**config.mk**
```make
export PLATFORM = sky130hd
export DESIGN_NAME = adler32_length_frame_checker_top
export DESIGN_NICKNAME = d
export VERILOG_FILES = /design/src/rtl/alfc_pkg.sv /design/src/rtl/alfc_adler_step.sv /design/src/rtl/alfc_frame_core.sv /design/src/rtl/adler32_length_frame_checker_top.sv
export VERILOG_INCLUDE_DIRS = /design/src /design/src/rtl
export SDC_FILE = /design/constraint.sdc
export NUM_CORES = 1
export LEC_CHECK = 0
export BUFFER_PORTS_ARGS = -buffer_cell sky130_fd_sc_hd__buf_2
export CAP_MARGIN = 20
export CORE_UTILIZATION = 45
export DETAILED_ROUTE_END_ITERATION = 16
export PLACE_DENSITY_LB_ADDON = 0.2
export SYNTH_ARGS = -nofsm -noshare
export SYNTH_HDL_FRONTEND = slang
export SYNTH_SLANG_ARGS = --single-unit
```
**constraint.sdc**
```tcl
create_clock -name clk -period 15.8 [get_ports clk]
set_input_delay 2.37 -clock clk [delete_from_list [all_inputs] [get_ports clk]]
set_output_delay 2.37 -clock clk [all_outputs]
set_load 0.02 [all_outputs]
```
**src/rtl/adler32_length_frame_checker_top_macros.svh**
```systemverilog
// Assertion macros shared by the frame checker RTL.
`ifndef ADLER32_LENGTH_FRAME_CHECKER_TOP_MACROS_SVH
`define ADLER32_LENGTH_FRAME_CHECKER_TOP_MACROS_SVH

// Checks that a condition implies a consequence in the same cycle.
`define ALFC_ASSERT_SAME(label, pre, post, msg) \
  label: assert property (@(posedge clk) disable iff (!rst_n) (pre) |-> (post)) \
    else $error(msg);

// Checks that a condition implies a consequence in the following cycle.
`define ALFC_ASSERT_NEXT(label, pre, post, msg) \
  label: assert property (@(posedge clk) disable iff (!rst_n) (pre) |=> (post)) \
    else $error(msg);

`endif

```
**src/rtl/alfc_pkg.sv**
```systemverilog
// Types and constants shared by the length-prefixed Adler-32 frame checker.
package alfc_pkg;

  localparam int unsigned ADLER_MOD       = 65521;
  localparam int unsigned HDR_BYTES       = 4;
  localparam int unsigned LEN_W           = 31;
  localparam int unsigned CFG_IDX_W       = 2;

  localparam logic [LEN_W-1:0] MIN_LEN_RESET  = 31'd10;
  localparam logic [LEN_W-1:0] MAX_LEN_RESET  = 31'd67108864;
  localparam logic [LEN_W-1:0] MIN_BODY_LEN   = 31'd8;
  localparam logic [LEN_W-1:0] NAME_OVERHEAD  = 31'd8;
  localparam logic [LEN_W-1:0] TRAILER_BYTES  = 31'd4;
  localparam logic [31:0]      MIN_NAME_LEN   = 32'd2;
  localparam logic [31:0]      PAYLOAD_OVERHEAD = 32'd8;

  localparam logic [CFG_IDX_W-1:0] CFG_MIN_LEN = 2'd0;
  localparam logic [CFG_IDX_W-1:0] CFG_MAX_LEN = 2'd1;

  typedef enum logic [1:0] {
    STATUS_OK           = 2'd0,
    STATUS_BAD_LENGTH   = 2'd1,
    STATUS_BAD_CHECKSUM = 2'd2
  } status_t;

  typedef struct packed {
    status_t     status;
    logic [31:0] frame_length;
    logic [31:0] name_length;
    logic [31:0] payload_length;
  } result_t;

  typedef struct packed {
    logic res_valid;
    logic halted;
  } core_stat_t;

endpackage

```
**src/rtl/alfc_adler_step.sv**
```systemverilog
// One-byte Adler-32 running sum update with modular correction.
module alfc_adler_step (
  input  logic [15:0] sum_a,
  input  logic [15:0] sum_b,
  input  logic [7:0]  data_byte,
  output logic [15:0] sum_a_nxt,
  output logic [15:0] sum_b_nxt
);

  localparam logic [16:0] Mod = 17'(alfc_pkg::ADLER_MOD);

  logic [16:0] a_raw;
  logic [16:0] b_raw;
  logic [16:0] a_red;
  logic [16:0] b_red;

  assign a_raw     = {1'b0, sum_a} + {9'd0, data_byte};
  assign a_red     = (a_raw >= Mod) ? (a_raw - Mod) : a_raw;
  assign sum_a_nxt = a_red[15:0];
  assign b_raw     = {1'b0, sum_b} + {1'b0, sum_a_nxt};
  assign b_red     = (b_raw >= Mod) ? (b_raw - Mod) : b_raw;
  assign sum_b_nxt = b_red[15:0];

endmodule

```
**src/rtl/alfc_frame_core.sv**
```systemverilog
// Frame parser state: header length check, body checksum and end-of-frame verdict.
module alfc_frame_core (
  input  logic                        clk,
  input  logic                        rst_n,
  input  logic                        step_valid,
  input  logic [7:0]                  step_byte,
  input  logic [alfc_pkg::LEN_W-1:0]  min_len,
  input  logic [alfc_pkg::LEN_W-1:0]  max_len,
  output alfc_pkg::core_stat_t        stat,
  output alfc_pkg::result_t           res
);

  localparam int unsigned LW = alfc_pkg::LEN_W;

  logic          halted_r,   halted_nxt;
  logic          in_body_r,  in_body_nxt;
  logic [LW-1:0] cnt_r,      cnt_nxt;
  logic [31:0]   len_r,      len_nxt;
  logic [LW-1:0] limit_r,    limit_nxt;
  logic [LW-1:0] last_r,     last_nxt;
  logic [LW-1:0] name_max_r, name_max_nxt;
  logic [31:0]   name_r,     name_nxt;
  logic [15:0]   sum_a_r,    sum_a_nxt;
  logic [15:0]   sum_b_r,    sum_b_nxt;
  logic [31:0]   trailer_r,  trailer_nxt;

  logic [15:0]   step_a;
  logic [15:0]   step_b;
  logic [31:0]   hdr_word;
  logic          hdr_bad;
  logic          name_bad;

  alfc_adler_step u_adler (
    .sum_a     (sum_a_r),
    .sum_b     (sum_b_r),
    .data_byte (step_byte),
    .sum_a_nxt (step_a),
    .sum_b_nxt (step_b)
  );

  assign hdr_word = {len_r[23:0], step_byte};
  assign hdr_bad  = hdr_word[31] || (hdr_word[LW-1:0] > max_len) ||
                    (hdr_word[LW-1:0] < min_len) ||
                    (hdr_word[LW-1:0] < alfc_pkg::MIN_BODY_LEN);
  assign name_bad = name_r[31] || (name_r < alfc_pkg::MIN_NAME_LEN) ||
                    (name_r[LW-1:0] > name_max_r);

  always_comb begin
    halted_nxt   = halted_r;
    in_body_nxt  = in_body_r;
    cnt_nxt      = cnt_r;
    len_nxt      = len_r;
    limit_nxt    = limit_r;
    last_nxt     = last_r;
    name_max_nxt = name_max_r;
    name_nxt     = name_r;
    sum_a_nxt    = sum_a_r;
    sum_b_nxt    = sum_b_r;
    trailer_nxt  = trailer_r;
    stat.halted        = halted_r;
    stat.res_valid     = 1'b0;
    res.status         = alfc_pkg::STATUS_OK;
    res.frame_length   = len_r;
    res.name_length    = 32'd0;
    res.payload_length = 32'd0;
    if (step_valid && !halted_r) begin
      if (!in_body_r) begin
        len_nxt = hdr_word;
        cnt_nxt = cnt_r + LW'(1);
        if (cnt_r[1:0] == 2'(alfc_pkg::HDR_BYTES - 1)) begin
          cnt_nxt = '0;
          if (hdr_bad) begin
            halted_nxt         = 1'b1;
            stat.res_valid     = 1'b1;
            res.status         = alfc_pkg::STATUS_BAD_LENGTH;
            res.frame_length   = hdr_word;
          end else begin
            in_body_nxt  = 1'b1;
            limit_nxt    = hdr_word[LW-1:0] - alfc_pkg::TRAILER_BYTES;
            last_nxt     = hdr_word[LW-1:0] - LW'(1);
            name_max_nxt = hdr_word[LW-1:0] - alfc_pkg::NAME_OVERHEAD;
          end
        end
      end else begin
        if (cnt_r < limit_r) begin
          sum_a_nxt = step_a;
          sum_b_nxt = step_b;
          if (cnt_r < LW'(alfc_pkg::HDR_BYTES)) begin
            name_nxt = {name_r[23:0], step_byte};
          end
        end else begin
          trailer_nxt = {trailer_r[23:0], step_byte};
        end
        cnt_nxt = cnt_r + LW'(1);
        if (cnt_r == last_r) begin
          stat.res_valid = 1'b1;
          if ({sum_b_nxt, sum_a_nxt} != trailer_nxt) begin
            halted_nxt = 1'b1;
            res.status = alfc_pkg::STATUS_BAD_CHECKSUM;
          end else if (name_bad) begin
            halted_nxt      = 1'b1;
            res.status      = alfc_pkg::STATUS_BAD_LENGTH;
            res.name_length = name_r;
          end else begin
            res.name_length    = name_r;
            res.payload_length = len_r - name_r - alfc_pkg::PAYLOAD_OVERHEAD;
            in_body_nxt = 1'b0;
            cnt_nxt     = '0;
            len_nxt     = '0;
            name_nxt    = '0;
            sum_a_nxt   = 16'd1;
            sum_b_nxt   = 16'd0;
            trailer_nxt = '0;
          end
        end
      end
    end
  end

  always_ff @(posedge clk) begin
    if (!rst_n) begin
      halted_r  <= 1'b0;
      in_body_r <= 1'b0;
      cnt_r     <= '0;
      len_r     <= '0;
      name_r    <= '0;
      sum_a_r   <= 16'd1;
      sum_b_r   <= 16'd0;
      trailer_r <= '0;
    end else begin
      halted_r  <= halted_nxt;
      in_body_r <= in_body_nxt;
      cnt_r     <= cnt_nxt;
      len_r     <= len_nxt;
      name_r    <= name_nxt;
      sum_a_r   <= sum_a_nxt;
      sum_b_r   <= sum_b_nxt;
      trailer_r <= trailer_nxt;
    end
  end

  always_ff @(posedge clk) begin
    limit_r    <= limit_nxt;
    last_r     <= last_nxt;
    name_max_r <= name_max_nxt;
  end

endmodule

```
**src/rtl/adler32_length_frame_checker_top.sv**
```systemverilog
// Top level of the length-prefixed frame checker with Adler-32 trailer.
// The in_ channel carries one received stream byte per beat. Each frame is a
// four-byte big-endian body length followed by the body, whose last four bytes
// are the Adler-32 of the body bytes before them.
// The out_ channel carries one status beat per frame: ok with the lengths, an
// invalid frame or name length, or a checksum error. A length error is
// reported on the fourth header byte; otherwise the verdict follows the last
// body byte. After any error the block drops all further bytes until reset.
// The cfg_ channel writes the minimum (index 0) and maximum (index 1) body
// length and is always ready. The user must write it only while the block is
// idle; the block itself does not enforce this.
// A byte passes through an input register and then through combinational
// parsing and checksum logic into the output register of the status beat.
// One byte is accepted every cycle while the output register is free or being
// emptied; a stalled receiver holds the status beat and, once the input
// register is full, holds in_ready low.
// Reset is synchronous, restores the default length limits, clears the valid
// flags of both registers and starts with a fresh header.
module adler32_length_frame_checker_top (
  input  logic                              clk,
  input  logic                              rst_n,
  input  logic                              in_valid,
  output logic                              in_ready,
  input  logic [7:0]                        in_stream_byte,
  output logic                              out_valid,
  input  logic                              out_ready,
  output logic [1:0]                        out_status,
  output logic signed [31:0]                out_frame_length,
  output logic signed [31:0]                out_name_length,
  output logic signed [31:0]                out_payload_length,
  input  logic                              cfg_valid,
  output logic                              cfg_ready,
  input  logic [alfc_pkg::CFG_IDX_W-1:0]    cfg_index,
  input  logic [alfc_pkg::LEN_W-1:0]        cfg_data
);

  `include "adler32_length_frame_checker_top_macros.svh"

  logic                       in_valid_r, in_valid_nxt;
  logic [7:0]                 in_byte_r;
  logic                       out_valid_r, out_valid_nxt;
  alfc_pkg::result_t          out_res_r;
  logic [alfc_pkg::LEN_W-1:0] min_len_r;
  logic [alfc_pkg::LEN_W-1:0] max_len_r;
  logic                       advance;
  logic                       step_valid;
  alfc_pkg::core_stat_t       core_stat;
  alfc_pkg::result_t          core_res;

  assign advance    = !out_valid_r || out_ready;
  assign step_valid = in_valid_r && advance;
  assign in_ready   = !in_valid_r || advance;
  assign cfg_ready  = 1'b1;

  alfc_frame_core u_core (
    .clk        (clk),
    .rst_n      (rst_n),
    .step_valid (step_valid),
    .step_byte  (in_byte_r),
    .min_len    (min_len_r),
    .max_len    (max_len_r),
    .stat       (core_stat),
    .res        (core_res)
  );

  always_comb begin
    in_valid_nxt = in_valid_r;
    if (in_valid && in_ready) begin
      in_valid_nxt = 1'b1;
    end else if (step_valid) begin
      in_valid_nxt = 1'b0;
    end
    out_valid_nxt = out_valid_r;
    if (advance) begin
      out_valid_nxt = core_stat.res_valid;
    end
  end

  always_ff @(posedge clk) begin
    if (!rst_n) begin
      in_valid_r  <= 1'b0;
      out_valid_r <= 1'b0;
      min_len_r   <= alfc_pkg::MIN_LEN_RESET;
      max_len_r   <= alfc_pkg::MAX_LEN_RESET;
    end else begin
      in_valid_r  <= in_valid_nxt;
      out_valid_r <= out_valid_nxt;
      if (cfg_valid && cfg_ready) begin
        case (cfg_index)
          alfc_pkg::CFG_MIN_LEN: min_len_r <= cfg_data;
          alfc_pkg::CFG_MAX_LEN: max_len_r <= cfg_data;
          default: ;
        endcase
      end
    end
  end

  always_ff @(posedge clk) begin
    if (in_valid && in_ready) begin
      in_byte_r <= in_stream_byte;
    end
    if (advance && core_stat.res_valid) begin
      out_res_r <= core_res;
    end
  end

  assign out_valid          = out_valid_r;
  assign out_status         = out_res_r.status;
  assign out_frame_length   = out_res_r.frame_length;
  assign out_name_length    = out_res_r.name_length;
  assign out_payload_length = out_res_r.payload_length;

  `ALFC_ASSERT_SAME(a_halted_silent, core_stat.halted, !core_stat.res_valid, "result after halt")
  `ALFC_ASSERT_NEXT(a_error_halts,
    core_stat.res_valid && (core_res.status != alfc_pkg::STATUS_OK), core_stat.halted,
    "error result did not halt the parser")
  `ALFC_ASSERT_NEXT(a_input_held, in_valid_r && !advance,
    in_valid_r && $stable(in_byte_r), "buffered byte lost while stalled")
  `ALFC_ASSERT_SAME(a_no_step_on_stall, out_valid_r && !out_ready, !step_valid,
    "byte processed while result register full")

endmodule
```
# Yosys cells after proc, flatten, opt, wreduce, memory -nomap -nowiden
# Index checks and enable logic that the tools add are counted.
[word_totals]
ff_bits = 424
[op_classes]
magnitude_cmp = 9
n_addsub = 10
n_eq_ne = 8
mux = 65
n_reduce_logical = 26
bitwise_logic = 4
[op_table]
columns = ["op", "count"]
rows = [
  ["$mux 32", 17],
  ["$mux 16", 14],
  ["$mux 64", 3],
  ["$mux 31", 5],
  ["$mux 96", 1],
  ["$gt 31x31->1", 2],
  ["$lt 31x31->1", 2],
  ["$ge 17x16->1 const B", 2],
  ["$mux 34", 1],
  ["$mux 33", 1],
  ["$lt 32x2->1 const B", 1],
  ["$ne 32x32->1", 1],
  ["$sub 16x16->16 const B", 2],
  ["$sub 32x32->32", 1],
  ["$sub 32x4->32 const B", 1],
  ["$add 31x1->31 const B", 1],
  ["$eq 31x31->1", 1],
  ["$lt 31x3->1 const B", 1],
  ["$lt 31x4->1 const B", 1],
  ["$sub 31x1->31 const B", 1],
  ["$sub 31x3->31 const B", 1],
  ["$sub 31x4->31 const B", 1],
  ["$mux 1", 20],
  ["$add 16x16->17", 1],
  ["other kinds (17)", 40],
]

# Longest topological paths before layout
[logic_depth]
depth_word = 14
mapped_depth = 32

# By module
# A second synthesis with hierarchy kept.
[unflattened]
hier_cells = 2582
hier_area_um2 = 25000.2
[by_module_without_submodules]
columns = ["mod", "area_per_inst_um2", "instances", "cells_each", "seq_area_each_um2"]
rows = [
  ["alfc_frame_core", 17051.4, 1, 1889, 5955.7],
  ["adler32_length_frame_checker_top", 5684.2, 1, 360, 4464.3],
  ["alfc_adler_step", 2264.7, 1, 333, 0.0],
]

# Worst setup path after synthesis
# No wires, ideal clock.
[synth_timing]
path_kind = "input to register"
start = "input port out_ready"
end = "register u_core.in_body_r"
setup_ps = 97
setup_slack_ps = 3172
arrival_ps = 12531
n_path_buf = 1
required_time_ps = 15703
stages = 6
cell_sequence = "nor2b_1 -> nor3b_1 -> nand3_1 -> clkbuf_1 -> nor4_1 -> o21a_1"
[synth_via]
elab_chain_len = 3
[synth_rtl]
columns = ["item", "line", "rtl"]
rows = [
  ["from (decl)", "adler32_length_frame_checker_top.sv:26", "input logic out_ready,"],
  ["$logic_or 1x1->1", "adler32_length_frame_checker_top.sv:50", "assign advance = !out_valid_r || out_ready;"],
  ["$logic_and 1x1->1", "adler32_length_frame_checker_top.sv:51", "assign step_valid = in_valid_r && advance;"],
  ["$logic_and 1x1->1", "alfc_frame_core.sv:66", "if (step_valid && !halted_r) begin"],
  ["to (signal assigned)", "alfc_frame_core.sv:132", "in_body_r <= in_body_nxt;"],
  ["to (decl)", "alfc_frame_core.sv:16", "logic in_body_r, in_body_nxt;"],
]
# Every way passes these cells.
# A chain may end at the register's enable or synchronous reset.

# Final worst setup path
[layout_timing]
start = "register in_byte_r[1]"
end = "register u_core.sum_a_r[11]"
[layout_via]
elab_chain_len = 12
word_cells_on_any_way = 21
[layout_rtl]
columns = ["item", "line", "rtl"]
rows = [
  ["from (decl)", "adler32_length_frame_checker_top.sv:40", "logic [7:0] in_byte_r;"],
  ["from (signal assigned)", "adler32_length_frame_checker_top.sv:100", "in_byte_r <= in_stream_byte;"],
  ["$add 16x8->17", "alfc_adler_step.sv:17", "assign a_raw = {1'b0, sum_a} + {9'd0, data_byte};"],
  ["$sub 16x16->16 or $ge 17x16->1 (tied branches)", "alfc_adler_step.sv:18", "assign a_red = (a_raw >= Mod) ? (a_raw - Mod) : a_raw;"],
  ["$mux 16", "alfc_adler_step.sv:18", ""],
  ["$add 16x16->17", "alfc_adler_step.sv:20", "assign b_raw = {1'b0, sum_b} + {1'b0, sum_a_nxt};"],
  ["$sub 16x16->16 or $ge 17x16->1 (tied branches)", "alfc_adler_step.sv:21", "assign b_red = (b_raw >= Mod) ? (b_raw - Mod) : b_raw;"],
  ["$mux 16", "alfc_adler_step.sv:21", ""],
  ["$mux 16", "alfc_frame_core.sv:85", "if (cnt_r < limit_r) begin"],
  ["$mux 16", "alfc_frame_core.sv:67", "if (!in_body_r) begin"],
  ["$mux 16", "alfc_frame_core.sv:66", ""],
  ["$ne 32x32->1", "alfc_frame_core.sv:97", "if ({sum_b_nxt, sum_a_nxt} != trailer_nxt) begin"],
  ["$mux 16", "alfc_frame_core.sv:97", ""],
  ["$mux 16 (*)", "alfc_frame_core.sv:95", "if (cnt_r == last_r) begin"],
  ["to (signal assigned)", "alfc_frame_core.sv:136", "sum_a_r <= sum_a_nxt;"],
  ["to (decl)", "alfc_frame_core.sv:23", "logic [15:0] sum_a_r, sum_a_nxt;"],
]
# Every way passes the cells marked *; elsewhere a longest branch is shown, timed or not. The select of a mux whose other input is x is not followed.

==> impl_metrics.toml <==
[outcome]
outcome = "complete, no violations"

[logic_synthesis]
synth_cells = 2914
synthFlopType = "dfxtp_1"
synth_nets = 3180
netlist.area_leader.share_pct = 22.4
synth_area_per_cell_um2 = 9.08
async_flop_share_pct = 0
ys_ff_latch = 422
synth.area.top_cells = "edfxtp_1 (22%), dfxtp_1 (17%), ha_1 (10%)"
synthTopCellsByCount = "inv_1 (273), nand2_1 (262), dfxtp_1 (225), ha_1 (217), edfxtp_1 (197)"
post_synth_instance_area_um2 = 26500
synth_edf_count = 197
synth_most_common_cell = "inv_1"
yosysWarnings = 0
synth.distinct_cells = 106
synth_seq_area_share_pct = 39.4
synth_top_area_cell = "edfxtp_1"

[place]
placed_area_um2 = 27900
pre_cts_slack_ns = 5.55
io_buffer_count = 145
place_inst = 3717
dpl.hpwl_mm = 63.3
gp_congestion = 0.962

[timing]
period_needed_ns = 9.97
hold_viol = 0
setup_violations = 0
fmax_mhz = 100
worst_pin_slew_ns = 1.07
slew_viol_final = 0
whs_ns = 0.454
fin_crit_sh_pct = 63.1
setup_slack_ns = 5.83
slew-limit-headroom_pct = 29.0
finalSetupTns_ns = 0
rsz0062_at_grt = "no"
skew_ns = 0.0291

[layout]
final_layout_size_suffix_gt1_share_pct = 10.5
register_area_um2 = 10400
nFillCells = 5451
antennaDiodeCount = 0
syn2layout_area_growth_pct = 11.3
final_util_pct = 50.9
fin_cells = 3808
nets = 3269
multiInputGateArea_um2 = 14500
design_area_um2 = 29500

[critical_path]
setup.worst_path.start = "in_byte_r[1]"
cp_slowest_cell = "nor4_1"
startpoint_type = "register"
worstPathArrival_ns = 10.44
required_ns = 16.27
worst_setup_path_end_kind = "register"
path_class = "register to register"
cp_slowest_stage_delay_ns = 0.72
path_max_fanout = 25
r2r-start = "in_byte_r[1]"
r2r_slack_ns = 5.83
worst-path-buf-inv = 2
crit_family = "simple AND/OR/NAND/NOR gates"

[drt]
vias = 22423
avgRoutedWirePerCell_um = 22.2
postRouteAntennaNets = 0
wirelength_mm = 84.5
drtIter0Drc = 1626
drc = 0
vias_per_cell = 5.89
first_pass_iters = 5

[floorplanning]
io_pins = 147
num_rows = 88
dieArea_um2 = 59800
core_um2 = 57900
initial_utilization_pct = 45.7
die_h_um = 244
die_w_um = 244

[cts]
clockRootBuffer = "clkbuf_16"
post_cts_resize_count = 0
post-cts-setup-buffers = 0
clkTransAtPathRegs_ns = 0.06
clock_latency_ns = 0.60
hold_buffers = 0
cts_sinks = 422
cts_inserted_buffers = 48
cts_tree = "built"
htreeDepth = 2
clk_path_buf_depth = 3

[grt]
first_global_vias = 21650
grt_max_degree = 78
antenna_found_initial = 0
grt_pass1_wl_mm = 128
overflow = 0
grt_usage_pct = 27.9

[run]
maxCapViolations = 0

[pwr]
p_total_mw = 2.54
ir_drop_mv = 0.0831
p_leak_nw = 12.1
powerDensity_nw_per_um2 = 86.1

[min_path]
worstHoldStart = "min_len_r[5]"
hold_class = "register to register"
==> power by group <==
part / leakage, nW / total [mW] / switching [mW] / internal (mW)
clock: 0.754 / 1.11 / 0.466 / 0.644
combinational: 7.53 / 0.265 / 0.168 / 0.0966
sequential: 3.83 / 1.16 / 0.0127 / 1.15
total: 12.1 / 2.54 / 0.647 / 1.89
==> worst register-to-register path, cell delays in order (launching register included) <==
cell       delay, ns
edfxtp_1        0.62
inv_1           0.24
fa_1            0.50
and2b_1         0.25
o2111ai_2       0.22
a31o_1          0.39
or3_1           0.44
a21o_2          0.29
o31a_1          0.40
xnor2_1         0.25
ha_1            0.28
inv_1           0.07
fa_1            0.42
nand3b_1        0.32
a211o_1         0.33
a211o_1         0.34
and2_1          0.25
nor4_1          0.71
a41oi_1         0.24
a311oi_1        0.35
nand4_1         0.19
nor4_1          0.72
o221ai_1        0.31
nor4_4          0.36
a21oi_2         0.34
and2_1          0.60
a22o_1          0.41
==> area by class of cell <==
class                   instances  share of cell area [%]
well taps                     765                    3.25
flip-flops and latches        422                    35.4
clock inverters                22                   0.650
multi-input cells            2070                    49.2
clock buffers                  68                    4.58
repair buffers                178                    3.36
inverters                     283                    3.61
==> registers in the layout (all words and copies together) (netlist names), 2 cells and up <==
signal / flops
min_len_r: 31
out_payload_length: 32
in_byte_r: 8
u_core.cnt_r: 31
out_frame_length: 32
u_core.last_r: 31
u_core.sum_a_r: 16
max_len_r: 31
u_core.name_max_r: 31
u_core.limit_r: 29
u_core.sum_b_r: 16
out_name_length: 32
out_status: 2
u_core.name_r: 32
u_core.trailer_r: 32
u_core.len_r: 32
==> routing by layer <==
metal  GRT usage [%]  vias to the layer above  wire length (um)
li1                -                    10559                 -
met1            35.6                    10810             35200
met2            47.0                      856             40100
met3            3.74                      198              5490
met4            11.9                        0              3690
met5               0                        -                 0
==> layout by cell type, fill, tap and decap left out, types with 40 or more instances in the layout <==
cell	n
clkbuf_16	50
xor2_1	78
nand4_1	54
o21a_1	86
nand3_1	72
buf_2	146
a22o_1	85
and2_1	40
inv_1	272
nand2_1	262
nor2_1	195
a21oi_1	147
dfxtp_1	225
o21ai_0	120
nor3_1	80
ha_1	217
xnor2_1	152
a21o_1	40
edfxtp_1	197
==> logic make-up after synthesis <==
kind of cell	share of synthesized area [%]
other	0.0142
adders and majority gates	10.5
AOI/OAI and AO/OA	17.9
buffers and inverters	6.06
DFF	39.4
and+or+nand+nor	17.2
muxes	0.601
xor gates and xnor gates	8.29
==> path summary, 6_finish.rpt <==
path,end,cells after the start
setup / recovery,u_core.sum_a_r[11],26
hold / removal,min_len_r[5],2
setup reg to reg,u_core.sum_a_r[11],26
hold reg to reg,min_len_r[5],2
No activity file was read; power rests on OpenSTA's default activity.
